$ cat config.mk
export PLATFORM = sky130hd
export DESIGN_NAME = heading_hold_differential_drive
export DESIGN_NICKNAME = d
export VERILOG_FILES = /design/src/rtl/hhd_pkg.sv /design/src/rtl/hhd_err.sv /design/src/rtl/hhd_mix.sv /design/src/rtl/hhd_div.sv /design/src/rtl/heading_hold_differential_drive.sv
export SDC_FILE = /design/constraint.sdc
export NUM_CORES = 2
export LEC_CHECK = 0
export CELL_PAD_IN_SITES_DETAIL_PLACEMENT = 1
export CELL_PAD_IN_SITES_GLOBAL_PLACEMENT = 2
export CORE_UTILIZATION = 48
export CTS_CLUSTER_SIZE = 20
export DETAILED_ROUTE_END_ITERATION = 12
export DONT_BUFFER_PORTS = 1
export PLACE_DENSITY = 0.86
export SETUP_SLACK_MARGIN = 0.4
export SKIP_CTS_REPAIR_TIMING = 1
export SYNTH_ARGS = -nofsm -noshare
export SYNTH_HDL_FRONTEND = slang
export SYNTH_HIERARCHICAL = 1
export SYNTH_SLANG_ARGS = --single-unit
$ cat constraint.sdc
create_clock -name clk -period 22.4 [get_ports clk]
set_input_delay 2.24 -clock clk [delete_from_list [all_inputs] [get_ports clk]]
set_output_delay 2.24 -clock clk [all_outputs]
set_load 0.01 [all_outputs]
$ cat src/rtl/hhd_pkg.sv
// Shared types and constants for the heading-hold differential drive.
`default_nettype none

package hhd_pkg;

  // Configuration register indexes
  localparam int CFG_IDX_W = 1;
  localparam logic [CFG_IDX_W-1:0] CFG_HEADING_GAIN = 1'd0;
  localparam logic [CFG_IDX_W-1:0] CFG_DRIVE_SCALE  = 1'd1;
  localparam int CFG_DATA_W = 16;

  localparam logic [15:0] GAIN_RESET  = 16'd1342;
  localparam logic [6:0]  SCALE_RESET = 7'd127;

  // Heading wrap limits, centidegrees
  localparam logic signed [17:0] HALF_TURN  = 18'sd18000;
  localparam logic signed [17:0] FULL_TURN  = 18'sd36000;
  localparam logic signed [17:0] TRIPLE_HALF = 18'sd54000;
  localparam logic signed [17:0] TWO_TURNS  = 18'sd72000;

  localparam int ONE_Q14    = 16384;
  localparam int GAIN_SHIFT = 12;

  // Quotient bits: |fwd -/+ w| <= den, so quotient <= drive_scale <= 127
  localparam int QBITS = 7;
  localparam int NUM_W = 23;

  typedef struct packed {
    logic signed [15:0] forward_cmd;
    logic [15:0]        target_heading;
    logic [15:0]        measured_heading;
  } hhd_in_t;

  typedef struct packed {
    logic signed [7:0] left_drive;
    logic signed [7:0] right_drive;
  } hhd_out_t;

  // Mixer to divider: magnitudes, signs and common denominator
  typedef struct packed {
    logic [NUM_W-1:0] num_l;
    logic [NUM_W-1:0] num_r;
    logic             neg_l;
    logic             neg_r;
    logic [15:0]      den;
  } hhd_div_in_t;

  // Divider result
  typedef struct packed {
    logic [QBITS-1:0] q_l;
    logic [QBITS-1:0] q_r;
    logic             neg_l;
    logic             neg_r;
  } hhd_div_out_t;

endpackage

`default_nettype wire

$ cat src/rtl/hhd_err.sv
// Heading error wrap, gain multiply and turn clamp: three pipeline stages.
`default_nettype none

module hhd_err import hhd_pkg::*; (
  input  wire logic              clk,
  input  wire logic              rst,
  input  wire logic              up_valid,
  output logic                   up_ready,
  input  wire hhd_in_t           up_word,
  input  wire logic [15:0]       heading_gain,
  output logic                   dn_valid,
  input  wire logic              dn_ready,
  output logic signed [15:0]     dn_fwd,
  output logic signed [15:0]     dn_turn
);

  localparam logic signed [20:0] TURN_MAX = 21'(ONE_Q14);
  localparam logic signed [20:0] TURN_MIN = -21'(ONE_Q14);

  logic v1, v2, v3;
  logic adv1, adv2, adv3;

  logic signed [17:0] diff;
  logic signed [17:0] wrapped;
  logic signed [15:0] e1_err, e1_fwd;
  logic signed [32:0] e2_prod;
  logic signed [15:0] e2_fwd;
  logic signed [20:0] turn_raw;
  logic signed [20:0] turn_clamped;
  logic signed [15:0] e3_turn, e3_fwd;

  assign adv3     = !v3 || dn_ready;
  assign adv2     = !v2 || adv3;
  assign adv1     = !v1 || adv2;
  assign up_ready = adv1;

  // At most two full-turn corrections are needed for 16-bit headings
  always_comb begin
    diff = $signed({2'b00, up_word.target_heading}) -
           $signed({2'b00, up_word.measured_heading});
    if (diff > TRIPLE_HALF) begin
      wrapped = diff - TWO_TURNS;
    end else if (diff > HALF_TURN) begin
      wrapped = diff - FULL_TURN;
    end else if (diff < -TRIPLE_HALF) begin
      wrapped = diff + TWO_TURNS;
    end else if (diff < -HALF_TURN) begin
      wrapped = diff + FULL_TURN;
    end else begin
      wrapped = diff;
    end
  end

  // Arithmetic shift gives floor division by 2^12
  always_comb begin
    turn_raw = e2_prod[32:GAIN_SHIFT];
    if (turn_raw > TURN_MAX) begin
      turn_clamped = TURN_MAX;
    end else if (turn_raw < TURN_MIN) begin
      turn_clamped = TURN_MIN;
    end else begin
      turn_clamped = turn_raw;
    end
  end

  always_ff @(posedge clk) begin
    if (rst) begin
      v1 <= 1'b0;
      v2 <= 1'b0;
      v3 <= 1'b0;
    end else begin
      if (adv1) begin
        v1 <= up_valid;
      end
      if (adv2) begin
        v2 <= v1;
      end
      if (adv3) begin
        v3 <= v2;
      end
    end
  end

  always_ff @(posedge clk) begin
    if (adv1) begin
      e1_err <= wrapped[15:0];
      e1_fwd <= up_word.forward_cmd;
    end
    if (adv2) begin
      e2_prod <= 33'(e1_err) * 33'($signed({1'b0, heading_gain}));
      e2_fwd  <= e1_fwd;
    end
    if (adv3) begin
      e3_turn <= turn_clamped[15:0];
      e3_fwd  <= e2_fwd;
    end
  end

  assign dn_valid = v3;
  assign dn_fwd   = e3_fwd;
  assign dn_turn  = e3_turn;

endmodule

`default_nettype wire

$ cat src/rtl/hhd_mix.sv
// Differential mix: denominator, side sums, magnitudes times drive scale.
`default_nettype none

module hhd_mix import hhd_pkg::*; (
  input  wire logic              clk,
  input  wire logic              rst,
  input  wire logic              up_valid,
  output logic                   up_ready,
  input  wire logic signed [15:0] up_fwd,
  input  wire logic signed [15:0] up_turn,
  input  wire logic [6:0]        drive_scale,
  output logic                   dn_valid,
  input  wire logic              dn_ready,
  output hhd_div_in_t            dn_word
);

  logic v1, v2;
  logic adv1, adv2;

  logic signed [16:0] fwd_x;
  logic [16:0]        abs_f;
  logic [14:0]        abs_w;
  logic [16:0]        sum;
  logic [15:0]        den;
  logic signed [17:0] dl, dr;

  logic [15:0]        m1_den;
  logic signed [17:0] m1_dl, m1_dr;

  logic [16:0]        mag_l, mag_r;
  hhd_div_in_t        m2_word;

  assign adv2     = !v2 || dn_ready;
  assign adv1     = !v1 || adv2;
  assign up_ready = adv1;

  always_comb begin
    fwd_x = 17'(up_fwd);
    abs_f = fwd_x[16] ? 17'(-fwd_x) : 17'(fwd_x);
    abs_w = up_turn[15] ? 15'(-up_turn) : 15'(up_turn);
    sum   = abs_f + 17'(abs_w);
    den   = (sum < 17'(ONE_Q14)) ? 16'(ONE_Q14) : sum[15:0];
    dl    = 18'(up_fwd) - 18'(up_turn);
    dr    = 18'(up_fwd) + 18'(up_turn);
  end

  always_comb begin
    mag_l = m1_dl[17] ? 17'(-m1_dl) : 17'(m1_dl);
    mag_r = m1_dr[17] ? 17'(-m1_dr) : 17'(m1_dr);
  end

  always_ff @(posedge clk) begin
    if (rst) begin
      v1 <= 1'b0;
      v2 <= 1'b0;
    end else begin
      if (adv1) begin
        v1 <= up_valid;
      end
      if (adv2) begin
        v2 <= v1;
      end
    end
  end

  always_ff @(posedge clk) begin
    if (adv1) begin
      m1_den <= den;
      m1_dl  <= dl;
      m1_dr  <= dr;
    end
    if (adv2) begin
      m2_word.num_l <= NUM_W'(mag_l[15:0]) * NUM_W'(drive_scale);
      m2_word.num_r <= NUM_W'(mag_r[15:0]) * NUM_W'(drive_scale);
      m2_word.neg_l <= m1_dl[17];
      m2_word.neg_r <= m1_dr[17];
      m2_word.den   <= m1_den;
    end
  end

  assign dn_valid = v2;
  assign dn_word  = m2_word;

endmodule

`default_nettype wire

$ cat src/rtl/hhd_div.sv
// Pipelined restoring divider, one quotient bit per stage, both sides.
`default_nettype none

module hhd_div import hhd_pkg::*; (
  input  wire logic         clk,
  input  wire logic         rst,
  input  wire logic         up_valid,
  output logic              up_ready,
  input  wire hhd_div_in_t  up_word,
  output logic              dn_valid,
  input  wire logic         dn_ready,
  output hhd_div_out_t      dn_word
);

  typedef struct packed {
    logic [NUM_W-1:0] rem_l;
    logic [NUM_W-1:0] rem_r;
    logic [QBITS-1:0] q_l;
    logic [QBITS-1:0] q_r;
    logic             neg_l;
    logic             neg_r;
    logic [15:0]      den;
  } hhd_div_st_t;

  logic [QBITS-1:0] v;
  logic [QBITS-1:0] adv;
  hhd_div_st_t      st  [QBITS];
  hhd_div_st_t      nxt [QBITS];

  always_comb begin
    adv[QBITS-1] = !v[QBITS-1] || dn_ready;
    for (int k = QBITS - 2; k >= 0; k--) begin
      adv[k] = !v[k] || adv[k+1];
    end
  end
  assign up_ready = adv[0];

  // Stage k resolves quotient bit QBITS-1-k
  always_comb begin
    hhd_div_st_t      src;
    logic [NUM_W-1:0] dsh;
    logic [QBITS-1:0] qbit;
    for (int k = 0; k < QBITS; k++) begin
      if (k == 0) begin
        src.rem_l = up_word.num_l;
        src.rem_r = up_word.num_r;
        src.q_l   = '0;
        src.q_r   = '0;
        src.neg_l = up_word.neg_l;
        src.neg_r = up_word.neg_r;
        src.den   = up_word.den;
      end else begin
        src = st[(k > 0) ? k - 1 : 0];
      end
      dsh    = NUM_W'(src.den) << (QBITS - 1 - k);
      qbit   = QBITS'(1) << (QBITS - 1 - k);
      nxt[k] = src;
      if (src.rem_l >= dsh) begin
        nxt[k].rem_l = src.rem_l - dsh;
        nxt[k].q_l   = src.q_l | qbit;
      end
      if (src.rem_r >= dsh) begin
        nxt[k].rem_r = src.rem_r - dsh;
        nxt[k].q_r   = src.q_r | qbit;
      end
    end
  end

  always_ff @(posedge clk) begin
    if (rst) begin
      v <= '0;
    end else begin
      if (adv[0]) begin
        v[0] <= up_valid;
      end
      for (int k = 1; k < QBITS; k++) begin
        if (adv[k]) begin
          v[k] <= v[k-1];
        end
      end
    end
  end

  always_ff @(posedge clk) begin
    for (int k = 0; k < QBITS; k++) begin
      if (adv[k]) begin
        st[k] <= nxt[k];
      end
    end
  end

  assign dn_valid      = v[QBITS-1];
  assign dn_word.q_l   = st[QBITS-1].q_l;
  assign dn_word.q_r   = st[QBITS-1].q_r;
  assign dn_word.neg_l = st[QBITS-1].neg_l;
  assign dn_word.neg_r = st[QBITS-1].neg_r;

endmodule

`default_nettype wire

$ cat src/rtl/heading_hold_differential_drive.sv
// Top level: heading-hold P controller with differential-drive mix.
//
//  channel | dir | handshake              | word
//  --------+-----+------------------------+------------------------------------
//  in      | in  | in_valid / in_stall    | forward_cmd, target/measured heading
//  out     | out | out_valid / out_stall  | left_drive, right_drive
//  cfg     | in  | cfg_we (no wait)       | cfg_index, cfg_data
//
//  One word in per cycle, one word out per cycle, unless out_stall backs up
//  the pipe; 3 error/turn stages, 2 mix stages, 7 divider stages, output register.
//  The 7-stage divider sets the depth: one quotient bit per stage.
//  rst (synchronous) empties every stage and restores gain 1342, scale 127.
//  Each stage moves when it is empty or the one after it moves, so bubbles
//  close up and input is taken while a finished word waits on out_stall.
`default_nettype none

module heading_hold_differential_drive import hhd_pkg::*; (
  input  wire logic                  clk,
  input  wire logic                  rst,
  input  wire logic                  in_valid,
  output logic                       in_stall,
  input  wire hhd_in_t               in_word,
  output logic                       out_valid,
  input  wire logic                  out_stall,
  output hhd_out_t                   out_word,
  input  wire logic                  cfg_we,
  input  wire logic [CFG_IDX_W-1:0]  cfg_index,
  input  wire logic [CFG_DATA_W-1:0] cfg_data
);

  // Configuration; the user must change it only while the pipeline is empty (not enforced here)
  logic [15:0] heading_gain;
  logic [6:0]  drive_scale;

  always_ff @(posedge clk) begin
    if (rst) begin
      heading_gain <= GAIN_RESET;
      drive_scale  <= SCALE_RESET;
    end else if (cfg_we) begin
      case (cfg_index)
        CFG_HEADING_GAIN: heading_gain <= cfg_data;
        CFG_DRIVE_SCALE:  drive_scale  <= cfg_data[6:0];
        default: ;
      endcase
    end
  end

  // Error wrap -> gain -> clamped turn
  logic               err_ready;
  logic               turn_valid, turn_ready;
  logic signed [15:0] turn_fwd, turn_w;

  hhd_err u_err (
    .clk          (clk),
    .rst          (rst),
    .up_valid     (in_valid),
    .up_ready     (err_ready),
    .up_word      (in_word),
    .heading_gain (heading_gain),
    .dn_valid     (turn_valid),
    .dn_ready     (turn_ready),
    .dn_fwd       (turn_fwd),
    .dn_turn      (turn_w)
  );

  assign in_stall = !err_ready;

  // Mix into numerators and the shared normalizer
  logic        mix_valid, mix_ready;
  hhd_div_in_t mix_word;

  hhd_mix u_mix (
    .clk         (clk),
    .rst         (rst),
    .up_valid    (turn_valid),
    .up_ready    (turn_ready),
    .up_fwd      (turn_fwd),
    .up_turn     (turn_w),
    .drive_scale (drive_scale),
    .dn_valid    (mix_valid),
    .dn_ready    (mix_ready),
    .dn_word     (mix_word)
  );

  // Magnitude divide, truncating toward zero
  logic         div_valid, div_ready;
  hhd_div_out_t div_word;

  hhd_div u_div (
    .clk      (clk),
    .rst      (rst),
    .up_valid (mix_valid),
    .up_ready (mix_ready),
    .up_word  (mix_word),
    .dn_valid (div_valid),
    .dn_ready (div_ready),
    .dn_word  (div_word)
  );

  // Output register: restore sign
  logic [7:0] mag_l, mag_r;

  assign div_ready = !out_valid || !out_stall;
  assign mag_l     = {1'b0, div_word.q_l};
  assign mag_r     = {1'b0, div_word.q_r};

  always_ff @(posedge clk) begin
    if (rst) begin
      out_valid <= 1'b0;
    end else if (div_ready) begin
      out_valid <= div_valid;
    end
  end

  always_ff @(posedge clk) begin
    if (div_ready) begin
      out_word.left_drive  <= div_word.neg_l ? 8'(-mag_l) : mag_l;
      out_word.right_drive <= div_word.neg_r ? 8'(-mag_r) : mag_r;
    end
  end

endmodule

`default_nettype wire

Word-level counts from Yosys, hierarchy flattened
Memory sizes are Yosys's and may differ from the RTL's.
Cells that the tools add are included.
- add/sub/neg operators: 28
- multipliers: 3
- divide/modulo/power cells: 0
- order comparisons: 21
- equality and inequality tests: 0
- shift-type cells: 0
- multiplexer cells: 53
- bitwise logic cells: 1
- reduce and logical (&&, ||, !) cells: 31
- operators by type and width (kind ; count):
    23-bit 2-to-1 mux ; 14
    16-bit 2-to-1 mux ; 7
    23-bit by 16-bit greater-or-equal comparator with 1-bit output ; 2
    23-bit by 17-bit greater-or-equal comparator with 1-bit output ; 2
    23-bit by 18-bit greater-or-equal comparator with 1-bit output ; 2
    23-bit by 19-bit greater-or-equal comparator with 1-bit output ; 2
    23-bit by 20-bit greater-or-equal comparator with 1-bit output ; 2
    23-bit by 21-bit greater-or-equal comparator with 1-bit output ; 2
    23-bit by 22-bit greater-or-equal comparator with 1-bit output ; 2
    16-bit by 7-bit multiplier with 23-bit output ; 2
    23-bit by 16-bit subtractor with 23-bit output ; 2
    23-bit by 17-bit subtractor with 23-bit output ; 2
    23-bit by 18-bit subtractor with 23-bit output ; 2
    23-bit by 19-bit subtractor with 23-bit output ; 2
    23-bit by 20-bit subtractor with 23-bit output ; 2
    23-bit by 21-bit subtractor with 23-bit output ; 2
    23-bit by 22-bit subtractor with 23-bit output ; 2
    16-bit by 16-bit subtractor with 17-bit output ; 2
    16-bit by 17-bit multiplier with 33-bit output ; 1
    16-bit negator ; 2
    7-bit 2-to-1 mux ; 4
    21-bit by 16-bit > comparator with 1-bit output, second input constant ; 1
    21-bit by 15-bit less-than comparator with 1-bit output, second input constant ; 1
    16-bit by 16-bit adder with 17-bit output ; 1
    other kinds (26) ; 74
- register bits after elaboration: 279
- bits in latches: 0
- RAM bits: 546
- memory bits (read-only): 0
- bits of input ports: 70
- output and inout port bits: 18
- word-level logic and storage cells: 172
- memories kept: 1
- memories (memory ; words ; bits a word ; rd ports ; clocked after Yosys merged registers in ; write ports ; line ; RTL):
    u_div.st ; 7 ; 78 ; 7 ; 0 ; 7 ; hhd_div.sv:27 ; hhd_div_st_t st [QBITS];

Longest topological paths before layout
- depth after elaboration: 15
- mapped depth: 25
- depth with buffers taken out: 24

By module
Netlist, hierarchy kept.
- by module, submodules not included (module ; times used ; cells each ; area each (um2) ; sequential area each (um2)):
    hhd_div ; 1 ; 2438 ; 26903.3 ; 13412.9
    hhd_mix ; 1 ; 1423 ; 13912.1 ; 3403.3
    hhd_err ; 1 ; 1379 ; 13782.0 ; 3093.0
    heading_hold_differential_drive ; 1 ; 154 ; 1615.3 ; 960.9

Worst setup path after synthesis
Ideal clock, no wire load.
- kind: input to output
- from: in out_stall
- to: out in_stall
- arrival time: 8.579 ns
- required time: 20.160 ns
- slack: 11.581 ns
- stages on the path: 12
- path buffers: 1
- path through: nand2_1 > nor2b_1 > and2_1 > and3_1 > clkbuf_1 > nand4_1 > nor2b_1 > nand2_1 > nor2b_1 > and2_1 > nand2_1 > inv_1
- cells in the longest elaborated chain, start to end: 15
- RTL lines (item ; line ; RTL):
    from (decl) ; heading_hold_differential_drive.sv:24 ; input wire logic out_stall,
    1-bit zero test ; heading_hold_differential_drive.sv:103 ; assign div_ready = !out_valid || !out_stall;
    1-bit logical OR ; heading_hold_differential_drive.sv:103 ;
    1-bit logical OR ; hhd_div.sv:31 ; adv[QBITS-1] = !v[QBITS-1] || dn_ready;
    1-bit logical OR (6 in series) ; hhd_div.sv:33 ; adv[k] = !v[k] || adv[k+1];
    net mix_ready ; heading_hold_differential_drive.sv:69 ; logic mix_valid, mix_ready;
    1-bit logical OR ; hhd_mix.sv:33 ; assign adv2 = !v2 || dn_ready;
    1-bit logical OR ; hhd_mix.sv:34 ; assign adv1 = !v1 || adv2;
    net turn_ready ; heading_hold_differential_drive.sv:50 ; logic turn_valid, turn_ready;
    1-bit logical OR ; hhd_err.sv:32 ; assign adv3 = !v3 || dn_ready;
    1-bit logical OR ; hhd_err.sv:33 ; assign adv2 = !v2 || adv3;
    1-bit logical OR ; hhd_err.sv:34 ; assign adv1 = !v1 || adv2;
    net err_ready ; heading_hold_differential_drive.sv:49 ; logic err_ready;
    1-bit zero test ; heading_hold_differential_drive.sv:66 ; assign in_stall = !err_ready;
    to (decl) ; heading_hold_differential_drive.sv:21 ; output logic in_stall,
The timed path passes the listed nets, and every way through them passes these cells.

Worst setup path in the final report
Ends and elaborated chain as after synthesis.

==> flow_summary_export.csv <==
group,metric,value,unit
sta,worst_pin_slew,1.07,ns
synthesis,syn-num-nets,6312,
sta,fin_crit_sh,35.8,%
route,post_drt_wl_per_cell,22.3,microns
cells_and_area,final_util,52.1,%
sta,period_needed,8.01,ns
global_route,grt_start_max_net_pins,73,
synthesis,ys_warn_count,6,
synthesis,yosysTopAreaCell,"edfxtp_1",
critical_path,arrival,5.77,ns
clock_tree,clkTransAtPathRegs,0.05,ns
synthesis,synth.most_common_cell,"edfxtp_1",
clock_tree,cts_buffers,83,
global_route,grt_pass1_wl,240000,microns
sta,fin_ws,14.39,ns
floorplanning,fp.dieArea,118000,sq um
critical_path,crit_fanout,50,
floorplanning,die_w,344,microns
synthesis,yosys.area.top_type_share,35.8,%
sta,maxSlewViolCount,0,
critical_path,critPathCaptureType,"output port",
global_route,grt_pass1_vias,42600,
floorplanning,start_util,48.4,%
sta,setup_tns,0,ns
floorplanning,core_region_area,116000,sq um
route,drc,0,
synthesis,yosys_register_bits,707,
global_route,track_usage,26.4,%
clock_tree,htree_levels,3,
placement,preCtsSetupSlack,14.41,ns
critical_path,regToRegSetupSlack,14.66,ns
critical_path,crit_chain,"nand2_1, nor2b_1, and2_1, and3_1, nand4_1, buf_4, nor2b_1, nand2_2, buf_4, nor2b_1, and2_1, nand2_1, inv_1",
synthesis,async_reset_ff_share,0,%
outcome,status,"finished, final reports clean",
clock_tree,cts.sinks,707,
route,drt_iter0_drc,1752,
critical_path,cpMostUsedCell,"nor2b_1",
cells_and_area,n_fill_cell,12700,
job,max-cap-violations,0,
synthesis,synth.cell_area,56200,sq um
cells_and_area,drive_above_1_share,5.33,%
floorplanning,die_y,344,microns
synthesis,synth.avg_cell_area,10.4,sq um
global_route,gr-total-overflow,0,
placement,place_congestion,0.945,
cells_and_area,final_cells,6960,
synthesis,ys_seq_area_share,37.1,%
clock_tree,clockBufferDepth,3,
synthesis,synthTopCellsByCount,"671 x edfxtp_1, 629 x inv_1, 501 x ha_1",
critical_path,slowest_stage,"and3_1",
placement,dpl.cell_count,6809,
clock_tree,root_buffer,"clkbuf_16",
sta,rsz0062_at_grt,"false",
route,routed-via-count,39500,
clock_tree,cts_tree,"built",
critical_path,max_stage_delay,0.40,ns
critical_path,worst_ep_required_time,20.16,ns
min_path,hold_path.class,"flop to flop",
synthesis,synth-edff-count,671,
floorplanning,num_io_pins,88,
clock_tree,clk-insertion-delay-late,0.69,ns
critical_path,crit_type,"input pin to output port",
synthesis,synth_ff_type,"edfxtp_1",
floorplanning,rows,125,
cells_and_area,diodes,0,
cells_and_area,nNetsFinal,6288,
global_route,grt_antenna_before_repair,2,
sta,slew_headroom,28.3,%
sta,fmax,0.125,GHz
cells_and_area,multi_input_area,32400,sq um
route,antenna_left,0,
route,drt_pass1_iterations,8,
placement,io_buffers,0,
sta,hold_viol_final,0,
sta,setup_violations,0,
critical_path,crit_path_start_kind,"input pin",
cells_and_area,syn_to_final_growth,7.69,%
route,wl,155000,microns
sta,skew,0.0342,ns
synthesis,synth.distinct_cells,118,
synthesis,syn-instance-count,5394,
cells_and_area,seq_area,20900,sq um
placement,post-dp-hpwl,126000,microns
synthesis,synthTopCellsByArea,"edfxtp_1 36%, fa_1 12%, ha_1 11%",
route,routed_via_density,5.67,
==> critical path: cells and delay by family <==
kind / cells / cell delay, ns
buffers and inverters: 3 / 0.75
AND/OR/NAND/NOR: 10 / 2.72
==> routing by layer <==
metal	routed length, microns	up-vias	global-route usage (%)
met5	0	-	0
met4	10200	0	15.9
met3	3210	308	2.41
met2	84200	522	51.2
met1	57600	19900	27.2
li1	-	18800	-
==> registers in the layout, indices dropped and copies added, names as in the netlist, 17 cells and up <==
name and count:
u_div/st 442, u_err/e2_prod 21, u_mix/dn_word 63, u_mix/m1_dl 17
==> path summary, 6_finish.rpt <==
check                      end            start  cells after the start
max                   in_stall        out_stall                     13
max reg2reg  u_err/e2_prod[32]  u_err/e1_err[8]                     22
min            u_div/st[2][23]  u_div/st[1][23]                      0
min reg2reg    u_div/st[2][23]  u_div/st[1][23]                      0
==> kinds of logic (layout without fill, tap and decap cells) <==
group                      after synthesis  count (layout)  synth area share (%)
adders and majority gates              848             848                  23.5
xor gates and xnor gates               337             337                  5.30
buffers and inverters                  776             818                  5.34
AOI/OAI and AO/OA                     1094            1094                  13.1
DFF                                    707             707                  37.1
and+or+nand+nor                       1568            1568                  14.3
muxes                                   64              64                  1.30
==> metrics by stage <==
| step | hold slack, ns | area (sq um) |
|---|---|---|
| detailed placement | 0.405 | 57800 |
| global route | 0.423 | 60500 |
| global placement | 0.401 | 57800 |
| finish | 0.413 | 60500 |
| floorplan | 0.400 | 56200 |
| CTS | 0.415 | 60500 |
==> layout make-up <==
class	count	area share, %
clock inverter	58	1.04
inverter	638	3.96
timing repair buffer	29	0.360
clock buffer	93	3.53
sequential	707	34.5
multi-input combinational	3911	53.5
tap	1524	3.15
==> layout by cell type, fill, tap and decap left out, drive strengths merged, types with 16 or more instances in the layout <==
cell | Yosys | layout
nand4 | 31 | 31
o211ai | 30 | 30
and2 | 161 | 161
o21bai | 19 | 19
nand2b | 90 | 90
xnor2 | 187 | 187
fa | 347 | 347
o41ai | 16 | 16
nor2b | 227 | 227
nor3 | 80 | 80
inv | 638 | 641
a211o | 18 | 18
o31a | 23 | 23
buf | 39 | 29
nor4 | 38 | 38
a31oi | 30 | 30
a21oi | 295 | 295
or3 | 31 | 31
a21o | 110 | 110
a211oi | 52 | 52
nand3 | 62 | 62
o21ai | 249 | 249
clkbuf | 99 | 93
or2 | 17 | 17
mux2 | 52 | 52
o31ai | 45 | 45
o21a | 63 | 63
xor2 | 150 | 150
edfxtp | 671 | 671
nand2 | 432 | 432
dfxtp | 36 | 36
ha | 501 | 501
nor2 | 290 | 290
clkinv | 0 | 42
and3 | 40 | 40
Power is left out: the tool's default activity adds up to more than one toggle a clock period on the data nets, which glitch-free logic cannot reach.
